<file path="src/rtl/core/edid_displayid_container_id_finder_defines.svh">
// ----------------------------------------------------------------------------
// EDID DisplayID Container ID finder: assertion macros
// Shared concurrent assertion forms. Each use sits inside a module that has
// clk and rst_n in scope.
// ----------------------------------------------------------------------------
`ifndef EDID_DISPLAYID_CONTAINER_ID_FINDER_DEFINES_SVH
`define EDID_DISPLAYID_CONTAINER_ID_FINDER_DEFINES_SVH

// The condition holds at every clock edge outside reset.
`define EDIDCID_ASSERT(label, cond, msg) \
    label: assert property (@(posedge clk) disable iff (!rst_n) (cond)) \
        else $error(msg);

// The consequent holds in the same cycle as the antecedent.
`define EDIDCID_ASSERT_IMPL(label, ante, cons, msg) \
    label: assert property (@(posedge clk) disable iff (!rst_n) (ante) |-> (cons)) \
        else $error(msg);

// The consequent holds in the cycle after the antecedent.
`define EDIDCID_ASSERT_NEXT(label, ante, cons, msg) \
    label: assert property (@(posedge clk) disable iff (!rst_n) (ante) |=> (cons)) \
        else $error(msg);

`endif

</file>
<file path="src/rtl/core/edidcid_pkg.sv">
// ----------------------------------------------------------------------------
// edidcid_pkg
// Constants and shared types of the EDID DisplayID Container ID finder.
// ----------------------------------------------------------------------------
`timescale 1ns / 1ps
`default_nettype none

package edidcid_pkg;

    localparam logic [15:0] OFFSET_LIMIT     = 16'd32768;
    localparam logic [15:0] EXT_COUNT_OFFSET = 16'd126;
    localparam logic [15:0] BLOCK_SIZE       = 16'd128;
    localparam logic [7:0]  TAG_DISPLAYID    = 8'h70;
    localparam logic [7:0]  TAG_CONTAINER_ID = 8'h29;
    localparam logic [4:0]  ID_BYTES         = 5'd16;
    localparam logic [6:0]  DATA_END_MAX     = 7'd127;
    localparam logic [8:0]  FIRST_HEADER     = 9'd5;
    localparam logic [6:0]  LEN_OFFSET       = 7'd2;

    // Per-byte commands from the block walker to the capture unit.
    typedef struct packed {
        logic take;   // a counted byte arrived
        logic start;  // a Container ID payload begins with the next byte
        logic clear;  // end of image, return to reset
    } capture_ctrl_t;

    // Capture state as it stands after the current byte, before any clear.
    typedef struct packed {
        logic        found;
        logic [63:0] id_high;
        logic [63:0] id_low;
    } capture_status_t;

endpackage

`default_nettype wire

</file>
<file path="src/rtl/core/edid_displayid_container_id_finder.sv">
// ----------------------------------------------------------------------------
// edid_displayid_container_id_finder
// Streams an EDID image byte by byte and reports the first nonzero DisplayID
// Container ID found in its extension blocks.
// ----------------------------------------------------------------------------
// Usage:
// The input channel (in_valid / in_ready) carries one EDID byte per request,
// in ascending offset order, with last set on the final byte of the image.
// The output channel (out_valid / out_ready) carries one result request per
// image: found, id_high and id_low, given on the cycle after the last byte
// is accepted. A new byte is accepted every cycle while in_ready is high,
// as the block walker and the capture shift register each make a single
// registered pass per byte. The result sits in an output register, so bytes
// of the next image keep flowing while the result waits. Only when a result
// is still held and a second last byte arrives does in_ready drop, until
// out_ready takes the held result.
// Reset (rst_n low) clears the walker, the capture unit and the output
// valid flag at once; no clearing pass is needed. After each result the
// internal state returns to its reset values for the next image.
// Bytes past 32768 are counted as ignored, though their last flag still
// yields the result.
// ----------------------------------------------------------------------------
`timescale 1ns / 1ps
`default_nettype none
`include "edid_displayid_container_id_finder_defines.svh"

module edid_displayid_container_id_finder (
    input  wire logic        clk,
    input  wire logic        rst_n,
    input  wire logic [7:0]  edid_byte,
    input  wire logic        last,
    input  wire logic        in_valid,
    output logic             in_ready,
    output logic             found,
    output logic [63:0]      id_high,
    output logic [63:0]      id_low,
    output logic             out_valid,
    input  wire logic        out_ready
);

    // Block walker state.
    logic [15:0] offset_reg, offset_next;
    logic [7:0]  ext_reg, ext_next;
    logic        is_did_reg, is_did_next;
    logic [6:0]  data_end_reg, data_end_next;
    logic [8:0]  hdr_off_reg, hdr_off_next;
    logic [7:0]  tag_reg, tag_next;
    logic        hdr_busy_reg, hdr_busy_next;

    // Result register.
    logic        out_valid_reg;
    logic        found_reg;
    logic [63:0] id_high_reg;
    logic [63:0] id_low_reg;

    edidcid_pkg::capture_ctrl_t   cap_ctrl;
    edidcid_pkg::capture_status_t cap_status;

    logic        in_acc;
    logic        counted;
    logic [15:0] rel_off;
    logic [7:0]  blk_idx;
    logic [6:0]  blk_pos;
    logic [8:0]  data_end_raw;
    logic [7:0]  ext_cur;
    logic [15:0] need_bytes;
    logic        result_ok;

    // Only a last byte has to wait for the held result to leave.
    assign in_ready = !out_valid_reg || out_ready || !last;
    assign in_acc   = in_valid && in_ready;
    assign counted  = in_acc && (offset_reg < edidcid_pkg::OFFSET_LIMIT);

    // Position inside the extension area; only used once offset is 128 or more.
    assign rel_off      = offset_reg - edidcid_pkg::BLOCK_SIZE;
    assign blk_idx      = rel_off[14:7];
    assign blk_pos      = rel_off[6:0];
    assign data_end_raw = 9'd5 + {1'b0, edid_byte};

    always_comb
    begin
        offset_next   = offset_reg;
        ext_next      = ext_reg;
        is_did_next   = is_did_reg;
        data_end_next = data_end_reg;
        hdr_off_next  = hdr_off_reg;
        tag_next      = tag_reg;
        hdr_busy_next = hdr_busy_reg;
        cap_ctrl.take  = counted;
        cap_ctrl.start = 1'b0;
        cap_ctrl.clear = in_acc && last;

        if (counted)
        begin
            offset_next = offset_reg + 16'd1;
            if (offset_reg == edidcid_pkg::EXT_COUNT_OFFSET)
            begin
                ext_next = edid_byte;
            end
            if (offset_reg >= edidcid_pkg::BLOCK_SIZE)
            begin
                if (blk_pos == 7'd0)
                begin
                    // Block tag byte: only extensions within the count qualify.
                    is_did_next   = (edid_byte == edidcid_pkg::TAG_DISPLAYID) &&
                                    (blk_idx < ext_reg);
                    hdr_off_next  = edidcid_pkg::FIRST_HEADER;
                    data_end_next = 7'd0;
                    hdr_busy_next = 1'b0;
                end
                else if (is_did_reg)
                begin
                    if (blk_pos == edidcid_pkg::LEN_OFFSET)
                    begin
                        data_end_next = (data_end_raw > {2'b0, edidcid_pkg::DATA_END_MAX})
                                      ? edidcid_pkg::DATA_END_MAX : data_end_raw[6:0];
                    end
                    if (!hdr_busy_reg && ({2'b0, blk_pos} == hdr_off_reg) &&
                        (({1'b0, hdr_off_reg} + 10'd3) <= {3'b0, data_end_next}))
                    begin
                        hdr_busy_next = 1'b1;
                        tag_next      = edid_byte;
                    end
                    else if (hdr_busy_reg &&
                             ({3'b0, blk_pos} == ({1'b0, hdr_off_reg} + 10'd2)))
                    begin
                        hdr_busy_next  = 1'b0;
                        cap_ctrl.start = (tag_reg == edidcid_pkg::TAG_CONTAINER_ID) &&
                                         (edid_byte >= {3'b0, edidcid_pkg::ID_BYTES});
                        hdr_off_next   = hdr_off_reg + 9'd3 + {1'b0, edid_byte};
                    end
                end
            end
        end

        // End of image: everything goes back to reset for the next one.
        if (in_acc && last)
        begin
            offset_next   = '0;
            ext_next      = '0;
            is_did_next   = 1'b0;
            data_end_next = '0;
            hdr_off_next  = edidcid_pkg::FIRST_HEADER;
            tag_next      = '0;
            hdr_busy_next = 1'b0;
        end
    end

    // The extension count as it stands after the current byte, before the
    // end-of-image clear.
    assign ext_cur = (counted && (offset_reg == edidcid_pkg::EXT_COUNT_OFFSET))
                   ? edid_byte : ext_reg;

    // The image must be long enough to hold every announced extension block.
    assign need_bytes = {1'b0, ext_cur, 7'd0} + edidcid_pkg::BLOCK_SIZE;
    assign result_ok  = cap_status.found && (ext_cur != 8'd0) &&
                        ((counted ? offset_reg + 16'd1 : offset_reg) >= need_bytes);

    always_ff @(posedge clk or negedge rst_n)
    begin
        if (!rst_n)
        begin
            offset_reg   <= '0;
            ext_reg      <= '0;
            is_did_reg   <= 1'b0;
            data_end_reg <= '0;
            hdr_off_reg  <= edidcid_pkg::FIRST_HEADER;
            tag_reg      <= '0;
            hdr_busy_reg <= 1'b0;
            out_valid_reg <= 1'b0;
        end
        else
        begin
            offset_reg   <= offset_next;
            ext_reg      <= ext_next;
            is_did_reg   <= is_did_next;
            data_end_reg <= data_end_next;
            hdr_off_reg  <= hdr_off_next;
            tag_reg      <= tag_next;
            hdr_busy_reg <= hdr_busy_next;
            if (in_acc && last)
            begin
                out_valid_reg <= 1'b1;
            end
            else if (out_ready)
            begin
                out_valid_reg <= 1'b0;
            end
        end
    end

    always_ff @(posedge clk)
    begin
        if (in_acc && last)
        begin
            found_reg   <= result_ok;
            id_high_reg <= result_ok ? cap_status.id_high : 64'd0;
            id_low_reg  <= result_ok ? cap_status.id_low : 64'd0;
        end
    end

    edidcid_capture u_capture (
        .clk       (clk),
        .rst_n     (rst_n),
        .edid_byte (edid_byte),
        .ctrl      (cap_ctrl),
        .status    (cap_status)
    );

    assign out_valid = out_valid_reg;
    assign found     = found_reg;
    assign id_high   = id_high_reg;
    assign id_low    = id_low_reg;

    `EDIDCID_ASSERT(a_offset_sat, offset_reg <= edidcid_pkg::OFFSET_LIMIT,
        "byte counter past its limit")
    `EDIDCID_ASSERT_IMPL(a_found_nonzero, out_valid_reg && found_reg,
        (id_high_reg | id_low_reg) != 64'd0, "found result with an all-zero ID")
    `EDIDCID_ASSERT_IMPL(a_miss_zero, out_valid_reg && !found_reg,
        (id_high_reg == 64'd0) && (id_low_reg == 64'd0), "missed result with nonzero ID")
    `EDIDCID_ASSERT_NEXT(a_last_result, in_acc && last,
        out_valid_reg && (offset_reg == 16'd0), "last byte gave no result")

endmodule

`default_nettype wire

</file>
<file path="src/rtl/core/edidcid_capture.sv">
// ----------------------------------------------------------------------------
// edidcid_capture
// Collects the 16 payload bytes of a Container ID data block, keeps one
// overlapping payload pending, and freezes on the first nonzero ID.
// ----------------------------------------------------------------------------
`timescale 1ns / 1ps
`default_nettype none
`include "edid_displayid_container_id_finder_defines.svh"

module edidcid_capture (
    input  wire logic                        clk,
    input  wire logic                        rst_n,
    input  wire logic [7:0]                  edid_byte,
    input  wire edidcid_pkg::capture_ctrl_t  ctrl,
    output edidcid_pkg::capture_status_t     status
);

    logic [63:0] cap_hi_reg, cap_hi_next;
    logic [63:0] cap_lo_reg, cap_lo_next;
    logic [4:0]  rem_reg, rem_next;
    logic        nz_reg, nz_next;
    logic        found_reg, found_next;
    logic        pend_valid_reg, pend_valid_next;
    logic [4:0]  pend_count_reg, pend_count_next;

    always_ff @(posedge clk or negedge rst_n)
    begin
        if (!rst_n)
        begin
            cap_hi_reg     <= '0;
            cap_lo_reg     <= '0;
            rem_reg        <= '0;
            nz_reg         <= 1'b0;
            found_reg      <= 1'b0;
            pend_valid_reg <= 1'b0;
            pend_count_reg <= '0;
        end
        else
        begin
            cap_hi_reg     <= cap_hi_next;
            cap_lo_reg     <= cap_lo_next;
            rem_reg        <= rem_next;
            nz_reg         <= nz_next;
            found_reg      <= found_next;
            pend_valid_reg <= pend_valid_next;
            pend_count_reg <= pend_count_next;
        end
    end

    always_comb
    begin
        logic [63:0] hi;
        logic [63:0] lo;
        logic [4:0]  rem;
        logic        nz;
        logic        f;
        logic        pv;
        logic [4:0]  pc;

        hi  = cap_hi_reg;
        lo  = cap_lo_reg;
        rem = rem_reg;
        nz  = nz_reg;
        f   = found_reg;
        pv  = pend_valid_reg;
        pc  = pend_count_reg;

        // Shift in the arriving byte of a running capture.
        if (ctrl.take && !f && (rem != 5'd0))
        begin
            hi  = {hi[55:0], lo[63:56]};
            lo  = {lo[55:0], edid_byte};
            if (edid_byte != 8'd0)
            begin
                nz = 1'b1;
            end
            rem = rem - 5'd1;
            if (pv)
            begin
                pc = pc + 5'd1;
            end
            if (rem == 5'd0)
            begin
                if (nz)
                begin
                    f  = 1'b1;
                    pv = 1'b0;
                end
                else if (pv)
                begin
                    // The shared bytes were all zero, so the pending payload
                    // resumes from an empty shift register.
                    rem = edidcid_pkg::ID_BYTES - pc;
                    hi  = '0;
                    lo  = '0;
                    nz  = 1'b0;
                    pv  = 1'b0;
                end
            end
        end

        // A new payload either starts now or waits behind the running one.
        if (ctrl.start && !f)
        begin
            if (rem == 5'd0)
            begin
                rem = edidcid_pkg::ID_BYTES;
                hi  = '0;
                lo  = '0;
                nz  = 1'b0;
            end
            else
            begin
                pv = 1'b1;
                pc = 5'd0;
            end
        end

        status.found   = f;
        status.id_high = hi;
        status.id_low  = lo;

        if (ctrl.clear)
        begin
            cap_hi_next     = '0;
            cap_lo_next     = '0;
            rem_next        = '0;
            nz_next         = 1'b0;
            found_next      = 1'b0;
            pend_valid_next = 1'b0;
            pend_count_next = '0;
        end
        else
        begin
            cap_hi_next     = hi;
            cap_lo_next     = lo;
            rem_next        = rem;
            nz_next         = nz;
            found_next      = f;
            pend_valid_next = pv;
            pend_count_next = pc;
        end
    end

    `EDIDCID_ASSERT(a_rem_range, rem_reg <= edidcid_pkg::ID_BYTES, "capture count out of range")
    `EDIDCID_ASSERT_IMPL(a_pend_needs_run, pend_valid_reg, rem_reg != 5'd0,
        "pending capture without a running one")
    `EDIDCID_ASSERT_NEXT(a_found_frozen, found_reg && !ctrl.clear,
        $stable(cap_hi_reg) && $stable(cap_lo_reg) && found_reg, "found ID changed")

endmodule

`default_nettype wire

</file>
<file path="config.mk">
export PLATFORM = sky130hd
export DESIGN_NAME = edid_displayid_container_id_finder
export DESIGN_NICKNAME = d
export VERILOG_FILES = /design/src/rtl/core/edidcid_pkg.sv /design/src/rtl/core/edid_displayid_container_id_finder.sv /design/src/rtl/core/edidcid_capture.sv
export VERILOG_INCLUDE_DIRS = /design/src /design/src/rtl/core
export SDC_FILE = /design/constraint.sdc
export NUM_CORES = 1
export LEC_CHECK = 0
export ABC_AREA = 1
export BUFFER_PORTS_ARGS = -buffer_cell sky130_fd_sc_hd__buf_2
export CAP_MARGIN = 20
export CORE_ASPECT_RATIO = 1.2
export CORE_UTILIZATION = 55
export CTS_CLUSTER_SIZE = 14
export DETAILED_ROUTE_END_ITERATION = 8
export GPL_TIMING_DRIVEN = 0
export PLACE_DENSITY = 0.84
export SLEW_MARGIN = 20
export SYNTH_ARGS = -nofsm -noshare
export SYNTH_HDL_FRONTEND = slang
export SYNTH_SLANG_ARGS = --single-unit
</file>
<file path="constraint.sdc">
create_clock -name clk -period 5.2 [get_ports clk]
set_clock_uncertainty 0.2 [all_clocks]
set_input_delay 0 -clock clk [delete_from_list [all_inputs] [get_ports clk]]
set_output_delay 0 -clock clk [all_outputs]
set_load 0.01 [all_outputs]
</file>
Word-level counts from Yosys, hierarchy flattened:

Index checks and enable logic that the tools add are counted.

* $add $sub $neg: 11
* reductions and logical operators: 43
* mux-type cells: 93
* magnitude comparators: 7
* equality and inequality tests: 8

Operator list (count)
* $mux W64: 14
* $mux W8: 10
* $mux W7: 11
* $mux W5: 13
* $mux W9: 7
* $mux W1: 36
* $mux W16: 2
* $add A9 B2 Y10 const B: 2
* $add A15 B8 Y16 const B: 1
* $add A16 B1 Y16 const B: 1
* $eq A16 B7 Y1 const B: 1
* $ge A16 B16 Y1: 1
* $ge A16 B8 Y1 const B: 1
* $lt A16 B16 Y1 const B: 1
* $reduce_bool A8 Y1: 2
* $sub A15 B8 Y15 const B: 1
* $logic_and A1 B1 Y1: 14
* $reduce_bool A2 Y1: 7
* $eq A7 B10 Y1: 1
* $le A10 B7 Y1: 1
* $logic_not A5 Y1: 2
* $reduce_and A5 Y1: 2
* $add A3 B8 Y9 const A: 1
* $add A9 B2 Y9 const B: 1
* other kinds (22): 29

* register bits after elaboration: 321
* output and inout bits: 131

Logic depth before layout (Yosys ltp):

Gate-level depths: netlist of run 1.

* word-level depth: 18
* gate-level depth with buffers: 23

Hierarchy:

Synthesis of run 1 repeated with hierarchy kept, for this count alone.

* cells, all modules: 2357
* area, all modules: 18142.4 µm²

Modules (own cells, without submodules)
* edid_displayid_container_id_finder: times used 1, area each 9671.8 µm², cells each 1088
* edidcid_capture: times used 1, area each 8470.6 µm², cells each 1269

Worst setup path before layout of run 1:

OpenSTA, ideal clock, no wires.

* path kind: register to register
* from: register out_valid_reg, in the netlist out_valid
* to: register found_reg, in the netlist found, enable pin
* path slack: -0.217 ns
* cell stages (with the launch flop): 7
* arrival: 4.673 ns
* cell sequence: dfrtp_1 > nand3_2 > nand2_1 > inv_1 > nand2_1 > inv_2 > buf_1

RTL lines
* start: declaration: line edid_displayid_container_id_finder.sv:51 `logic out_valid_reg;`
* start signal: assignment: line edid_displayid_container_id_finder.sv:170 `out_valid_reg <= 1'b0;`
* start signal: assignment: line edid_displayid_container_id_finder.sv:183 `out_valid_reg <= 1'b1;`
* start signal: assignment: line edid_displayid_container_id_finder.sv:187 `out_valid_reg <= 1'b0;`
* end signal: assignment: line edid_displayid_container_id_finder.sv:196 `found_reg <= result_ok;`
* end: declaration: line edid_displayid_container_id_finder.sv:52 `logic found_reg;`

Worst setup path in the final report of run 1:

* from: register out_valid_reg, in the netlist out_valid
* to: register id_low_reg[9], in the netlist id_low[9], data pin

* cells in the longest elaborated chain, start to end: 11

Ends and longest elaborated chain
* $logic_not A1 Y1 *: line edid_displayid_container_id_finder.sv:70 `assign in_ready = !out_valid_reg || out_ready || !last;`
* $logic_or A1 B1 Y1 * (2 in series): line edid_displayid_container_id_finder.sv:70
* $logic_and A1 B1 Y1 *: line edid_displayid_container_id_finder.sv:71 `assign in_acc = in_valid && in_ready;`
* $logic_and A1 B1 Y1 *: line edid_displayid_container_id_finder.sv:72 `assign counted = in_acc && (offset_reg < edidcid_pkg::OFFSET_LIMIT);`
* parallel branches: the longest is 6 deep, another holds $add A15 B8 Y16
* end signal: assignment: line edid_displayid_container_id_finder.sv:198 `id_low_reg <= result_ok ? cap_status.id_low : 64'd0;`
* end: declaration: line edid_displayid_container_id_finder.sv:54 `logic [63:0] id_low_reg;`

Mark *: on every way between the ends.
A chain may end at the register's enable or synchronous reset.

==> impl_results.html, run 1 <==
<table>
<tr><th>Metric</th><th>Value</th></tr>
<tr><th colspan="2">Synthesis</th></tr>
<tr><td>Number of nets produced by synthesis</td><td>1,841</td></tr>
<tr><td>Cell types with the largest area share after synthesis</td><td>sky130_fd_sc_hd__dfrtp_1 28%, sky130_fd_sc_hd__edfxtp_1 23%, sky130_fd_sc_hd__nand2_1 6.0%, sky130_fd_sc_hd__nor2_1 5.5%, sky130_fd_sc_hd__inv_1 5.5%</td></tr>
<tr><td>Most area-hungry cell type in the Yosys netlist</td><td>sky130_fd_sc_hd__dfrtp_1</td></tr>
<tr><td>Synthesized area per cell</td><td>9.45 µm²</td></tr>
<tr><td>Asr flop ratio synth</td><td>59.8%</td></tr>
<tr><td>Commonest cells in the synthesized netlist</td><td>266 x sky130_fd_sc_hd__nand2_1, 247 x sky130_fd_sc_hd__nor2_1, 243 x sky130_fd_sc_hd__inv_1</td></tr>
<tr><td>Synth Instances</td><td>1,771</td></tr>
<tr><td>Synth top area share</td><td>28.4%</td></tr>
<tr><td>Unique masters post-synth</td><td>49</td></tr>
<tr><td>FF+latch count, synth</td><td>321</td></tr>
<tr><td>Total standard cell area after synthesis</td><td>16,700 µm²</td></tr>
<tr><td>Most used flip-flop cell after synthesis</td><td>sky130_fd_sc_hd__dfrtp_1</td></tr>
<tr><td>Sequential area share after synthesis</td><td>51.9%</td></tr>
<tr><td>Total number of yosys warnings</td><td>0</td></tr>
<tr><td>Count of flip-flops with a built-in enable after synthesis</td><td>129</td></tr>
<tr><td>Most frequently used cell type in the post-synthesis netlist</td><td>sky130_fd_sc_hd__nand2_1</td></tr>
<tr><th colspan="2">Floorplan</th></tr>
<tr><td>Initial Utilization</td><td>56.2%</td></tr>
<tr><td>Chip Height</td><td>193 µm</td></tr>
<tr><td>Die area</td><td>31,100 µm²</td></tr>
<tr><td>Core Rows</td><td>69</td></tr>
<tr><td>Number of ports placed on the die boundary</td><td>144</td></tr>
<tr><td>Core box area</td><td>29,800 µm²</td></tr>
<tr><td>Die extent in x</td><td>161 µm</td></tr>
<tr><th colspan="2">Drt</th></tr>
<tr><td>Detailed Routing Iterations Pass 1</td><td>6</td></tr>
<tr><td>Post-detailed-route wirelength per cell</td><td>16.6 µm</td></tr>
<tr><td>DRT iter0 DRCs</td><td>1,002</td></tr>
<tr><td>Detail Route Antenna Nets</td><td>0</td></tr>
<tr><td>DRC violations left</td><td>0</td></tr>
<tr><td>Wirelength, routed</td><td>39.5 mm</td></tr>
<tr><td>Routed vias/inst</td><td>5.41</td></tr>
<tr><td>Overall via count from detail_route</td><td>12,900</td></tr>
<tr><th colspan="2">Power and ir drop</th></tr>
<tr><td>Power per cell area</td><td>390 nW/µm²</td></tr>
<tr><td>VDD IR max</td><td>0.344 mV</td></tr>
<tr><td>PnR Total Power</td><td>7.49 mW</td></tr>
<tr><td>Static Leakage</td><td>8.41 nW</td></tr>
<tr><th colspan="2">Clock tree</th></tr>
<tr><td>Root cell of the clock tree</td><td>sky130_fd_sc_hd__clkbuf_16</td></tr>
<tr><td>Setup Buffers After CTS</td><td>0</td></tr>
<tr><td>Clock Pin Slew Worst Setup and Hold Paths</td><td>0.06 ns</td></tr>
<tr><td>Total clock buffers created by CTS</td><td>31</td></tr>
<tr><td>Total number of clock tree sinks</td><td>321</td></tr>
<tr><td>Number of hold buffers added after CTS</td><td>16</td></tr>
<tr><td>Count of H-tree levels built during CTS</td><td>1</td></tr>
<tr><td>Post-CTS resize count</td><td>0</td></tr>
<tr><td>Clock latency on the worst-skew pair</td><td>0.58 ns</td></tr>
<tr><td>Bufs on Longest Clock Path</td><td>3</td></tr>
<tr><td>TritonCTS clock tree</td><td>yes</td></tr>
<tr><th colspan="2">Timing</th></tr>
<tr><td>Worst hold slack across all endpoints</td><td>0.0312 ns</td></tr>
<tr><td>Worst slew margin</td><td>48.7%</td></tr>
<tr><td>Setup ws final</td><td>0.383 ns</td></tr>
<tr><td>Number of pins exceeding their max-slew limit in the final report</td><td>0</td></tr>
<tr><td>F_max</td><td>208 MHz</td></tr>
<tr><td>Total of endpoints with negative setup slack in the final report</td><td>0</td></tr>
<tr><td>Minimum period implied by the final worst setup slack</td><td>4.82 ns</td></tr>
<tr><td>RSZ-0062 raised after global routing</td><td>false</td></tr>
<tr><td>Final hold violation count</td><td>0</td></tr>
<tr><td>Final period utilization</td><td>92.6%</td></tr>
<tr><td>Pin slew with the least headroom to its limit</td><td>0.764 ns</td></tr>
<tr><td>Setup tns final</td><td>0 ns</td></tr>
<tr><th colspan="2">Worst setup path</th></tr>
<tr><td>Endpoint of the worst register-to-register path</td><td>id_low[9]$_SDFFCE_PN0P_</td></tr>
<tr><td>Cell seen most often among critical-path stages</td><td>sky130_fd_sc_hd__nand2_1</td></tr>
<tr><td>Critical path's top delay family</td><td>simple AND/OR/NAND/NOR gates</td></tr>
<tr><td>Type of element launching the critical path</td><td>register</td></tr>
<tr><td>Register-to-register setup slack</td><td>0.38 ns</td></tr>
<tr><td>Number of buffer and inverter instances along the worst setup path</td><td>3</td></tr>
<tr><td>Worst flop-to-flop path startpoint</td><td>out_valid$_DFFE_PN0P_</td></tr>
<tr><td>Number of cells on the worst reg-to-reg path</td><td>20</td></tr>
<tr><td>Critical path class</td><td>register to register</td></tr>
<tr><td>Delay of the slowest critical-path stage</td><td>0.60 ns</td></tr>
<tr><td>Maximum fanout along the worst path</td><td>10</td></tr>
<tr><td>Crit path DAT</td><td>5.00 ns</td></tr>
<tr><td>Critical Path RT</td><td>5.38 ns</td></tr>
<tr><td>Type of element capturing the critical path</td><td>register</td></tr>
<tr><td>Critical Path, Cell by Cell</td><td>nand3_2 -&gt; nand2_1 -&gt; dlygate4sd3_1 -&gt; nor2_4 -&gt; nand4_4 -&gt; buf_6 -&gt; o21ai_1 -&gt; ha_1 -&gt; nand3_1 -&gt; nor2_1 -&gt; nand2_1 -&gt; xor2_1 -&gt; ha_1 -&gt; nand4_1 -&gt; nor3_1 -&gt; nand3_1 -&gt; nand2_1 -&gt; nand3_2 -&gt; clkbuf_1 -&gt; nor2_1</td></tr>
<tr><td>Library cell contributing the largest single delay on the critical path</td><td>sky130_fd_sc_hd__dlygate4sd3_1</td></tr>
<tr><th colspan="2">Global route</th></tr>
<tr><td>Number of antenna violations at the first check in global routing</td><td>0</td></tr>
<tr><td>Vias in the first global route</td><td>12,600</td></tr>
<tr><td>Largest net degree at the start of global routing</td><td>91</td></tr>
<tr><td>Tot GR Track Use</td><td>25.6%</td></tr>
<tr><td>Wire length of the first global-routing pass</td><td>63.0 mm</td></tr>
<tr><td>Total overflow reported by the global router</td><td>0</td></tr>
<tr><th colspan="2">Hold path</th></tr>
<tr><td>Number of cells on the worst hold path</td><td>5</td></tr>
<tr><td>Critical hold path startpoint</td><td>out_ready</td></tr>
<tr><td>Tightest Hold Check Type</td><td>input port to register</td></tr>
<tr><td>Sink of the worst hold path</td><td>out_valid$_DFFE_PN0P_</td></tr>
<tr><th colspan="2">Layout</th></tr>
<tr><td>Nets@finish</td><td>2,036</td></tr>
<tr><td>Area growth, synth to finish</td><td>14.7%</td></tr>
<tr><td>Share of cells above drive strength 1</td><td>21.5%</td></tr>
<tr><td>Number of antenna repair diodes</td><td>0</td></tr>
<tr><th colspan="2">Job</th></tr>
<tr><td>Max_cap viols</td><td>0</td></tr>
<tr><th colspan="2">Status</th></tr>
<tr><td>Result of the run</td><td>finished clean</td></tr>
<tr><th colspan="2">Placed design</th></tr>
<tr><td>Setup slack at placement</td><td>0.812 ns</td></tr>
<tr><td>Dpl hpwl</td><td>28.6 mm</td></tr>
<tr><td>Routability Congestion</td><td>0.921</td></tr>
<tr><td>Port Buffer Count</td><td>143</td></tr>
</table>
final cells by class:
| type | instances | area [µm²] |
|---|---|---|
| tap | 390 | 488 |
| multi-input combinational | 1117 | 6540 |
| clock inverter | 9 | 83.8 |
| buffer | 83 | 583 |
| sequential | 321 | 8680 |
| timing repair buffer | 162 | 963 |
| inverter | 250 | 938 |
| fill | 2306 | 10600 |
| clock buffer | 49 | 923 |
worst min-delay path, delay by kind of cell:
kind                   cells  cell delay, ns
buffers and inverters      3            0.67
AND/OR/NAND/NOR            2            0.09
kinds of logic after synthesis:
| logic type | Yosys count | share of synthesized area [%] |
|---|---|---|
| flip-flops | 321 | 51.9 |
| AND/OR/NAND/NOR | 794 | 24.5 |
| multiplexers | 2 | 0.127 |
| buffers and inverters | 333 | 9.05 |
| adder cells (fa/ha/maj) | 57 | 4.31 |
| AO/OA/AOI/OAI | 216 | 7.65 |
| XOR/XNOR | 48 | 2.51 |
power by group:
part           internal [mW]  switching, mW  total (mW)  leakage, nW
clock                   1.27          0.959        2.23        0.490
sequential              2.88          0.150        3.03         3.87
combinational          0.764           1.47        2.24         4.04
total                   4.91           2.58        7.49         8.41
worst max-delay path by stage:
stage | startpoint | end | cells past startpoint | slack [ns]
after global placement | out_valid$_DFFE_PN0P_ | id_low[11]$_SDFFCE_PN0P_ | 6 | -1.28
final | out_valid$_DFFE_PN0P_ | id_low[9]$_SDFFCE_PN0P_ | 20 | 0.38
after floorplan | out_valid$_DFFE_PN0P_ | found$_DFFE_PP_ | 6 | 0.09
after CTS | out_valid$_DFFE_PN0P_ | id_low[9]$_SDFFCE_PN0P_ | 20 | 0.46
after detailed placement | offset_reg[0]$_DFF_PN0_ | id_low[9]$_SDFFCE_PN0P_ | 20 | 0.81
after global routing | out_valid$_DFFE_PN0P_ | id_low[9]$_SDFFCE_PN0P_ | 20 | 0.04
metal layers:
| layer | track usage [%] | share of wire [%] | wire length, µm | vias to the layer above |
|---|---|---|---|---|
| li1 | - | - | - | 6095 |
| met1 | 31.1 | 39 | 15400 | 6190 |
| met2 | 46.1 | 51 | 20300 | 487 |
| met3 | 3.02 | 5.8 | 2300 | 106 |
| met4 | 10.7 | 3.9 | 1550 | 0 |
| met5 | 0 | 0 | 0 | - |
metrics by stage:
stage          cells  area [µm²]  util [%]
2_1_floorplan   1771       16700         -
3_3_place_gp    2304       17900      60.2
3_5_place_dp    2307       18000      60.6
4_1_cts         2381       19200      64.5
5_1_grt         2381       19200      64.5
6_report        2381       19200      64.5
layout by cell type (no fill, tap or decap), types with 4 or more instances in the layout:
cell / synthesis / final
sky130_fd_sc_hd__dfrtp_1: 190 / 190
sky130_fd_sc_hd__nor2_2: 37 / 37
sky130_fd_sc_hd__nor2_1: 247 / 247
sky130_fd_sc_hd__clkbuf_1: 42 / 52
sky130_fd_sc_hd__buf_4: 6 / 6
sky130_fd_sc_hd__buf_6: 13 / 14
sky130_fd_sc_hd__inv_1: 243 / 243
sky130_fd_sc_hd__ha_1: 56 / 56
sky130_fd_sc_hd__or2_2: 8 / 8
sky130_fd_sc_hd__clkbuf_16: 0 / 31
sky130_fd_sc_hd__edfxtp_1: 129 / 129
sky130_fd_sc_hd__o21a_1: 10 / 10
sky130_fd_sc_hd__xor2_1: 35 / 35
sky130_fd_sc_hd__o21ai_1: 4 / 4
sky130_fd_sc_hd__nand3_1: 60 / 60
sky130_fd_sc_hd__o22ai_1: 114 / 114
sky130_fd_sc_hd__o21ai_0: 44 / 44
sky130_fd_sc_hd__dlygate4sd3_1: 0 / 15
sky130_fd_sc_hd__nand2_1: 266 / 266
sky130_fd_sc_hd__a21oi_1: 34 / 34
sky130_fd_sc_hd__nand4_1: 14 / 14
sky130_fd_sc_hd__nand2_4: 17 / 17
sky130_fd_sc_hd__xnor2_1: 13 / 13
sky130_fd_sc_hd__buf_2: 10 / 153
sky130_fd_sc_hd__clkbuf_8: 0 / 8
sky130_fd_sc_hd__nand2_2: 37 / 37
sky130_fd_sc_hd__inv_2: 7 / 7
sky130_fd_sc_hd__nor3_1: 19 / 19
sky130_fd_sc_hd__buf_12: 8 / 8
sky130_fd_sc_hd__nand3_2: 4 / 4
sky130_fd_sc_hd__o21ai_2: 5 / 5
sky130_fd_sc_hd__nor2_4: 72 / 72
No activity file was read; power rests on OpenSTA's default activity.
==> inputs of run 2 (changes only) <==
--- a/config.mk
+++ b/config.mk
@@ -9,7 +9,7 @@
 export ABC_AREA = 1
 export BUFFER_PORTS_ARGS = -buffer_cell sky130_fd_sc_hd__buf_2
 export CAP_MARGIN = 20
-export CORE_ASPECT_RATIO = 1.2
+export CORE_ASPECT_RATIO = 0.5
 export CORE_UTILIZATION = 55
 export CTS_CLUSTER_SIZE = 14
 export DETAILED_ROUTE_END_ITERATION = 8
==> impl_results.html, run 2 (synthesis results as in run 1) <==
<table>
<tr><th>Metric</th><th>Value</th></tr>
<tr><th colspan="2">Clock tree</th></tr>
<tr><td>Count of H-tree levels built during CTS</td><td>1</td></tr>
<tr><td>Post-CTS resize count</td><td>0</td></tr>
<tr><td>Root cell of the clock tree</td><td>sky130_fd_sc_hd__clkbuf_16</td></tr>
<tr><td>TritonCTS clock tree</td><td>yes</td></tr>
<tr><td>Clock Pin Slew Worst Setup and Hold Paths</td><td>0.07 ns</td></tr>
<tr><td>Total number of clock tree sinks</td><td>321</td></tr>
<tr><td>Clock latency on the worst-skew pair</td><td>0.59 ns</td></tr>
<tr><td>Bufs on Longest Clock Path</td><td>3</td></tr>
<tr><td>Total clock buffers created by CTS</td><td>29</td></tr>
<tr><th colspan="2">Timing</th></tr>
<tr><td>Number of pins exceeding their max-slew limit in the final report</td><td>0</td></tr>
<tr><td>Pin slew with the least headroom to its limit</td><td>0.773 ns</td></tr>
<tr><td>F_max</td><td>224 MHz</td></tr>
<tr><td>Setup ws final</td><td>0.734 ns</td></tr>
<tr><td>Final hold violation count</td><td>0</td></tr>
<tr><td>Final period utilization</td><td>85.9%</td></tr>
<tr><td>Worst hold slack across all endpoints</td><td>0.0240 ns</td></tr>
<tr><td>Total of endpoints with negative setup slack in the final report</td><td>0</td></tr>
<tr><td>Minimum period implied by the final worst setup slack</td><td>4.47 ns</td></tr>
<tr><td>RSZ-0062 raised after global routing</td><td>false</td></tr>
<tr><td>Setup tns final</td><td>0 ns</td></tr>
<tr><td>Worst slew margin</td><td>48.5%</td></tr>
<tr><th colspan="2">Layout</th></tr>
<tr><td>Nets@finish</td><td>2,033</td></tr>
<tr><td>Most common cell after layout, fill and taps aside</td><td>sky130_fd_sc_hd__nand2_1</td></tr>
<tr><td>Number of antenna repair diodes</td><td>0</td></tr>
<tr><td>Share of cells above drive strength 1</td><td>21.1%</td></tr>
<tr><td>Area growth, synth to finish</td><td>14.2%</td></tr>
<tr><td>Final cell utilization of the core</td><td>64.9%</td></tr>
<tr><td>Leading cell types in the layout, fill and taps excluded</td><td>266 x sky130_fd_sc_hd__nand2_1, 247 x sky130_fd_sc_hd__nor2_1, 243 x sky130_fd_sc_hd__inv_1</td></tr>
<tr><th colspan="2">Drt</th></tr>
<tr><td>Detail Route Antenna Nets</td><td>0</td></tr>
<tr><td>Wirelength, routed</td><td>39.6 mm</td></tr>
<tr><td>DRT iter0 DRCs</td><td>1,136</td></tr>
<tr><td>DRC violations left</td><td>0</td></tr>
<tr><td>Overall via count from detail_route</td><td>12,900</td></tr>
<tr><td>Post-detailed-route wirelength per cell</td><td>16.6 µm</td></tr>
<tr><td>Detailed Routing Iterations Pass 1</td><td>5</td></tr>
<tr><td>Routed vias/inst</td><td>5.44</td></tr>
<tr><th colspan="2">Power and ir drop</th></tr>
<tr><td>Power per cell area</td><td>389 nW/µm²</td></tr>
<tr><td>Static Leakage</td><td>8.36 nW</td></tr>
<tr><td>VDD IR max</td><td>0.271 mV</td></tr>
<tr><th colspan="2">Placed design</th></tr>
<tr><td>Routability Congestion</td><td>0.938</td></tr>
<tr><td>Setup slack at placement</td><td>0.856 ns</td></tr>
<tr><td>Port Buffer Count</td><td>143</td></tr>
<tr><td>Dpl hpwl</td><td>28.2 mm</td></tr>
<tr><th colspan="2">Floorplan</th></tr>
<tr><td>Core box area</td><td>29,500 µm²</td></tr>
<tr><td>Number of ports placed on the die boundary</td><td>144</td></tr>
<tr><td>Die area</td><td>31,200 µm²</td></tr>
<tr><td>Die extent in x</td><td>249 µm</td></tr>
<tr><td>Core Rows</td><td>44</td></tr>
<tr><td>Chip Height</td><td>125 µm</td></tr>
<tr><td>Initial Utilization</td><td>56.8%</td></tr>
<tr><th colspan="2">Worst setup path</th></tr>
<tr><td>Delay of the slowest critical-path stage</td><td>0.47 ns</td></tr>
<tr><td>Critical path class</td><td>register to register</td></tr>
<tr><td>Cell seen most often among critical-path stages</td><td>sky130_fd_sc_hd__ha_1</td></tr>
<tr><td>Type of element capturing the critical path</td><td>register</td></tr>
<tr><td>Critical Path RT</td><td>5.30 ns</td></tr>
<tr><td>Crit path DAT</td><td>4.57 ns</td></tr>
<tr><td>Critical Path, Cell by Cell</td><td>inv_1 -&gt; ha_1 -&gt; inv_1 -&gt; nor2_2 -&gt; nand4_4 -&gt; buf_6 -&gt; o21ai_1 -&gt; ha_1 -&gt; nand3_1 -&gt; nor2_1 -&gt; nand2_1 -&gt; xor2_1 -&gt; ha_1 -&gt; nand4_1 -&gt; o221ai_1 -&gt; a21oi_1 -&gt; nand2_1 -&gt; nand3_2 -&gt; clkbuf_1 -&gt; nor2_1</td></tr>
<tr><td>Type of element launching the critical path</td><td>register</td></tr>
<tr><td>Library cell contributing the largest single delay on the critical path</td><td>sky130_fd_sc_hd__dfrtp_1</td></tr>
<tr><td>Maximum fanout along the worst path</td><td>10</td></tr>
<tr><th colspan="2">Global route</th></tr>
<tr><td>Vias in the first global route</td><td>12,600</td></tr>
<tr><td>Total overflow reported by the global router</td><td>0</td></tr>
<tr><td>Tot GR Track Use</td><td>25.6%</td></tr>
<tr><td>Number of antenna violations at the first check in global routing</td><td>0</td></tr>
<tr><td>Largest net degree at the start of global routing</td><td>100</td></tr>
<tr><td>Wire length of the first global-routing pass</td><td>63.8 mm</td></tr>
<tr><th colspan="2">Hold path</th></tr>
<tr><td>Tightest Hold Check Type</td><td>input port to register</td></tr>
<tr><th colspan="2">Job</th></tr>
<tr><td>Max_cap viols</td><td>0</td></tr>
<tr><th colspan="2">Status</th></tr>
<tr><td>Result of the run</td><td>finished clean</td></tr>
</table>
-- run 2: repair_timing --
action / CTS / global route
endpoints found under the hold margin: 240 / 0
hold buffers: 15 / 0
setup buffers: 0 / 0
-- run 2: routing by layer --
layer  global-route usage (%)  wire (µm)  up-vias
met5                        0          0        -
met2                     42.3      18700      490
met1                     34.4      16900     6250
met3                     4.31       2650      106
li1                         -          -     6090
met4                     9.13       1300        0
-- run 2: worst max-delay path, delay by kind of cell, from the launching register on --
family | cells | cell delay [ns]
buffers and inverters | 4 | 0.81
and+or+nand+nor | 9 | 1.24
xor gates and xnor gates | 1 | 0.20
adders and majority gates | 3 | 0.69
DFF | 1 | 0.47
AOI/OAI and AO/OA | 3 | 0.58
-- run 2: worst paths after layout --
check	start	endpoint	slack [ns]	cells after the start
max	offset_reg[0]$_DFF_PN0_	id_low[14]$_SDFFCE_PN0P_	0.73	20
min	out_ready	out_valid$_DFFE_PN0P_	0.02	5
max reg2reg	offset_reg[0]$_DFF_PN0_	id_low[14]$_SDFFCE_PN0P_	0.73	20
min reg2reg	data_end_reg[0]$_DFFE_PN0P_	data_end_reg[0]$_DFFE_PN0P_	0.28	2
max in group asynchronous	rst_n	u_capture.cap_lo_reg[50]$_DFF_PN0_	3.40	5
min in group asynchronous	rst_n	hdr_off_reg[2]$_DFFE_PN1P_	0.36	3
-- run 2: final cells by class --
| cell class | instances | area, µm² |
|---|---|---|
| sequential | 321 | 8680 |
| buffer | 83 | 583 |
| tap | 391 | 489 |
| clock inverter | 8 | 110 |
| clock buffer | 45 | 817 |
| inverter | 250 | 938 |
| multi-input combinational | 1117 | 6540 |
| timing repair buffer | 161 | 958 |
| fill | 2266 | 10300 |
-- run 2: stage by stage --
step | power [mW] | cell area, µm² | std cells
4_1_cts | 7.41 | 19100 | 2376
3_3_place_gp | 5.15 | 17900 | 2305
5_1_grt | 7.86 | 19100 | 2376
6_report | 7.44 | 19100 | 2376
3_5_place_dp | 5.25 | 18000 | 2308
2_1_floorplan | 4.69 | 16700 | 1771
-- run 2: power breakdown --
group	leakage (nW)	switching, mW	internal (mW)	total [mW]
Combinational	4.04	1.49	0.763	2.25
Clock	0.451	0.974	1.19	2.16
Sequential	3.87	0.150	2.88	3.03
Total	8.36	2.61	4.83	7.44
==> inputs of run 3 (changes only) <==
--- a/config.mk
+++ b/config.mk
@@ -9,12 +9,13 @@
 export ABC_AREA = 1
 export BUFFER_PORTS_ARGS = -buffer_cell sky130_fd_sc_hd__buf_2
 export CAP_MARGIN = 20
-export CORE_ASPECT_RATIO = 0.5
+export CORE_ASPECT_RATIO = 0.8
 export CORE_UTILIZATION = 55
 export CTS_CLUSTER_SIZE = 14
 export DETAILED_ROUTE_END_ITERATION = 8
 export GPL_TIMING_DRIVEN = 0
 export PLACE_DENSITY = 0.84
+export REMOVE_ABC_BUFFERS = 1
 export SLEW_MARGIN = 20
 export SYNTH_ARGS = -nofsm -noshare
 export SYNTH_HDL_FRONTEND = slang
==> impl_results.html, run 3 (synthesis results as in run 1) <==
<table>
<tr><th>Metric</th><th>Value</th></tr>
<tr><th colspan="2">Layout</th></tr>
<tr><td>Area growth, synth to finish</td><td>14.3%</td></tr>
<tr><td>Number of antenna repair diodes</td><td>0</td></tr>
<tr><td>Leading cell types in the layout, fill and taps excluded</td><td>265 x sky130_fd_sc_hd__nand2_1, 247 x sky130_fd_sc_hd__nor2_1, 243 x sky130_fd_sc_hd__inv_1</td></tr>
<tr><td>Nets@finish</td><td>1,973</td></tr>
<tr><td>Most common cell after layout, fill and taps aside</td><td>sky130_fd_sc_hd__nand2_1</td></tr>
<tr><td>Share of cells above drive strength 1</td><td>21.5%</td></tr>
<tr><th colspan="2">Placed design</th></tr>
<tr><td>Port Buffer Count</td><td>143</td></tr>
<tr><td>Routability Congestion</td><td>0.876</td></tr>
<tr><td>Dpl hpwl</td><td>24.0 mm</td></tr>
<tr><th colspan="2">Drt</th></tr>
<tr><td>DRC violations left</td><td>0</td></tr>
<tr><td>Detailed Routing Iterations Pass 1</td><td>5</td></tr>
<tr><td>DRT iter0 DRCs</td><td>1,011</td></tr>
<tr><td>Post-detailed-route wirelength per cell</td><td>15.7 µm</td></tr>
<tr><td>Detail Route Antenna Nets</td><td>0</td></tr>
<tr><td>Wirelength, routed</td><td>36.7 mm</td></tr>
<tr><td>Routed vias/inst</td><td>5.30</td></tr>
<tr><td>Overall via count from detail_route</td><td>12,400</td></tr>
<tr><th colspan="2">Floorplan</th></tr>
<tr><td>Initial Utilization</td><td>56.5%</td></tr>
<tr><td>Number of ports placed on the die boundary</td><td>144</td></tr>
<tr><td>Core Rows</td><td>56</td></tr>
<tr><td>Die extent in x</td><td>197 µm</td></tr>
<tr><td>Chip Height</td><td>158 µm</td></tr>
<tr><td>Core box area</td><td>29,600 µm²</td></tr>
<tr><td>Die area</td><td>31,100 µm²</td></tr>
<tr><th colspan="2">Global route</th></tr>
<tr><td>Largest net degree at the start of global routing</td><td>125</td></tr>
<tr><td>Tot GR Track Use</td><td>24.1%</td></tr>
<tr><td>Number of antenna violations at the first check in global routing</td><td>0</td></tr>
<tr><td>Wire length of the first global-routing pass</td><td>60.0 mm</td></tr>
<tr><td>Total overflow reported by the global router</td><td>0</td></tr>
<tr><td>Vias in the first global route</td><td>12,000</td></tr>
<tr><th colspan="2">Clock tree</th></tr>
<tr><td>Total number of clock tree sinks</td><td>321</td></tr>
<tr><td>Root cell of the clock tree</td><td>sky130_fd_sc_hd__clkbuf_16</td></tr>
<tr><td>Bufs on Longest Clock Path</td><td>3</td></tr>
<tr><td>Clock latency on the worst-skew pair</td><td>0.52 ns</td></tr>
<tr><td>TritonCTS clock tree</td><td>yes</td></tr>
<tr><td>Count of H-tree levels built during CTS</td><td>2</td></tr>
<tr><td>Total clock buffers created by CTS</td><td>34</td></tr>
<tr><td>Clock Pin Slew Worst Setup and Hold Paths</td><td>0.06 ns</td></tr>
<tr><th colspan="2">Timing</th></tr>
<tr><td>Final period utilization</td><td>93.0%</td></tr>
<tr><td>Worst hold slack across all endpoints</td><td>0.0651 ns</td></tr>
<tr><td>Setup tns final</td><td>0 ns</td></tr>
<tr><td>F_max</td><td>207 MHz</td></tr>
<tr><td>Worst slew margin</td><td>39.2%</td></tr>
<tr><td>Total of endpoints with negative setup slack in the final report</td><td>0</td></tr>
<tr><td>Pin slew with the least headroom to its limit</td><td>0.910 ns</td></tr>
<tr><td>Final hold violation count</td><td>0</td></tr>
<tr><td>Number of pins exceeding their max-slew limit in the final report</td><td>0</td></tr>
<tr><td>Minimum period implied by the final worst setup slack</td><td>4.84 ns</td></tr>
<tr><th colspan="2">Power and ir drop</th></tr>
<tr><td>Switching portion of total power</td><td>33.5%</td></tr>
<tr><td>Switching power of the nets</td><td>2.56 mW</td></tr>
<tr><td>Logic pwr share</td><td>28.3%</td></tr>
<tr><td>VDD IR max</td><td>0.338 mV</td></tr>
<tr><td>Internal Dissipation</td><td>5.08 mW</td></tr>
<tr><td>Sequential share of power</td><td>40.0%</td></tr>
<tr><td>Power per cell area</td><td>400 nW/µm²</td></tr>
<tr><td>Clock network power share</td><td>31.6%</td></tr>
<tr><td>Static Leakage</td><td>8.36 nW</td></tr>
<tr><th colspan="2">Worst setup path</th></tr>
<tr><td>Library cell contributing the largest single delay on the critical path</td><td>sky130_fd_sc_hd__dfrtp_1</td></tr>
<tr><td>Critical Path, Cell by Cell</td><td>inv_1 -&gt; ha_1 -&gt; inv_1 -&gt; nor2_2 -&gt; nand4_4 -&gt; o21ai_4 -&gt; ha_1 -&gt; nand3_1 -&gt; nor2_1 -&gt; nand2_1 -&gt; xor2_1 -&gt; ha_1 -&gt; nand4_1 -&gt; o221ai_1 -&gt; a21oi_1 -&gt; nand2_1 -&gt; nand3_4 -&gt; buf_12 -&gt; buf_12 -&gt; buf_16 -&gt; nor2_1</td></tr>
<tr><td>Critical path class</td><td>register to register</td></tr>
<tr><td>Number of cells on the worst reg-to-reg path</td><td>21</td></tr>
<tr><td>Origin of the worst setup path</td><td>offset_reg[0]$_DFF_PN0_</td></tr>
<tr><td>Maximum fanout along the worst path</td><td>30</td></tr>
<tr><td>Type of element launching the critical path</td><td>register</td></tr>
<tr><td>Critical Path RT</td><td>5.25 ns</td></tr>
<tr><td>Worst flop-to-flop path startpoint</td><td>offset_reg[0]$_DFF_PN0_</td></tr>
<tr><td>Type of element capturing the critical path</td><td>register</td></tr>
<tr><td>Cell seen most often among critical-path stages</td><td>sky130_fd_sc_hd__ha_1</td></tr>
<tr><td>Crit path DAT</td><td>4.89 ns</td></tr>
<tr><td>Delay of the slowest critical-path stage</td><td>0.46 ns</td></tr>
<tr><th colspan="2">Hold path</th></tr>
<tr><td>Number of cells on the worst hold path</td><td>8</td></tr>
<tr><td>Critical hold path startpoint</td><td>last</td></tr>
<tr><td>Tightest Hold Check Type</td><td>input port to register</td></tr>
<tr><th colspan="2">Status</th></tr>
<tr><td>Result of the run</td><td>finished clean</td></tr>
<tr><th colspan="2">Job</th></tr>
<tr><td>Max_cap viols</td><td>0</td></tr>
</table>
run 3: metrics by stage:
step	total power [mW]	cells	setup WS [ns]	instance area [µm²]	utilization, %
final	7.65	2334	0.362	19100	64.5
after global placement	5.08	2237	-4.64	17400	58.6
after floorplan	4.62	1688	-1.95	16200	-
after global routing	8.10	2334	-0.0169	19100	64.5
after detailed placement	5.21	2252	0.277	17800	60.0
after CTS	7.68	2327	0.242	19100	64.3
run 3: critical path: cells and delay by family (launching register included):
kind | cells | cell delay [ns]
xor+xnor | 1 | 0.16
simple gates | 9 | 1.34
flops | 1 | 0.46
fa+ha+maj | 3 | 0.68
compound gates | 3 | 0.58
buf+inv | 5 | 1.10
run 3: final timing paths:
check | end | slack [ns]
max in group asynchronous | hdr_off_reg[0]$_DFFE_PN1P_ | 3.70
worst min register to register | data_end_reg[5]$_DFFE_PN0P_ | 0.28
min in group asynchronous | u_capture.cap_lo_reg[32]$_DFF_PN0_ | 0.37
worst max-delay path | id_low[17]$_SDFFCE_PN0P_ | 0.36
worst max register to register | id_low[17]$_SDFFCE_PN0P_ | 0.36
worst min-delay path | offset_reg[10]$_DFF_PN0_ | 0.07
run 3: metal layers:
metal	wire length, µm	up-vias	track usage (%)	share of wire, %
met5	0	-	0	0
met4	815	0	7.42	2.2
li1	-	5979	-	-
met3	2390	73	4.35	6.5
met1	16200	5925	33.1	44
met2	17300	402	39.1	47
run 3: layout make-up:
| class | count | area, µm² |
|---|---|---|
| fill | 2320 | 10500 |
| tap | 406 | 508 |
| sequential | 321 | 8680 |
| clock inverter | 16 | 154 |
| inverter | 250 | 951 |
| timing repair buffer | 179 | 1300 |
| multi-input combinational | 1117 | 6580 |
| clock buffer | 45 | 955 |
run 3: power groups by stage:
| stage | clock network [mW] | registers (mW) | logic (mW) |
|---|---|---|---|
| floorplan | 0 | 3.08 | 1.54 |
| global placement | 0 | 3.11 | 1.97 |
| detailed placement | 0 | 3.10 | 2.11 |
| CTS | 2.48 | 3.06 | 2.15 |
| global route | 2.57 | 3.09 | 2.44 |
| finish | 2.42 | 3.06 | 2.17 |
run 3: what timing repair did:
action,CTS,global route
setup endpoints to repair,0,30
endpoints found under the hold margin,159,0
resized for setup,0,4
buffers inserted,0,7
hold buffers,14,0
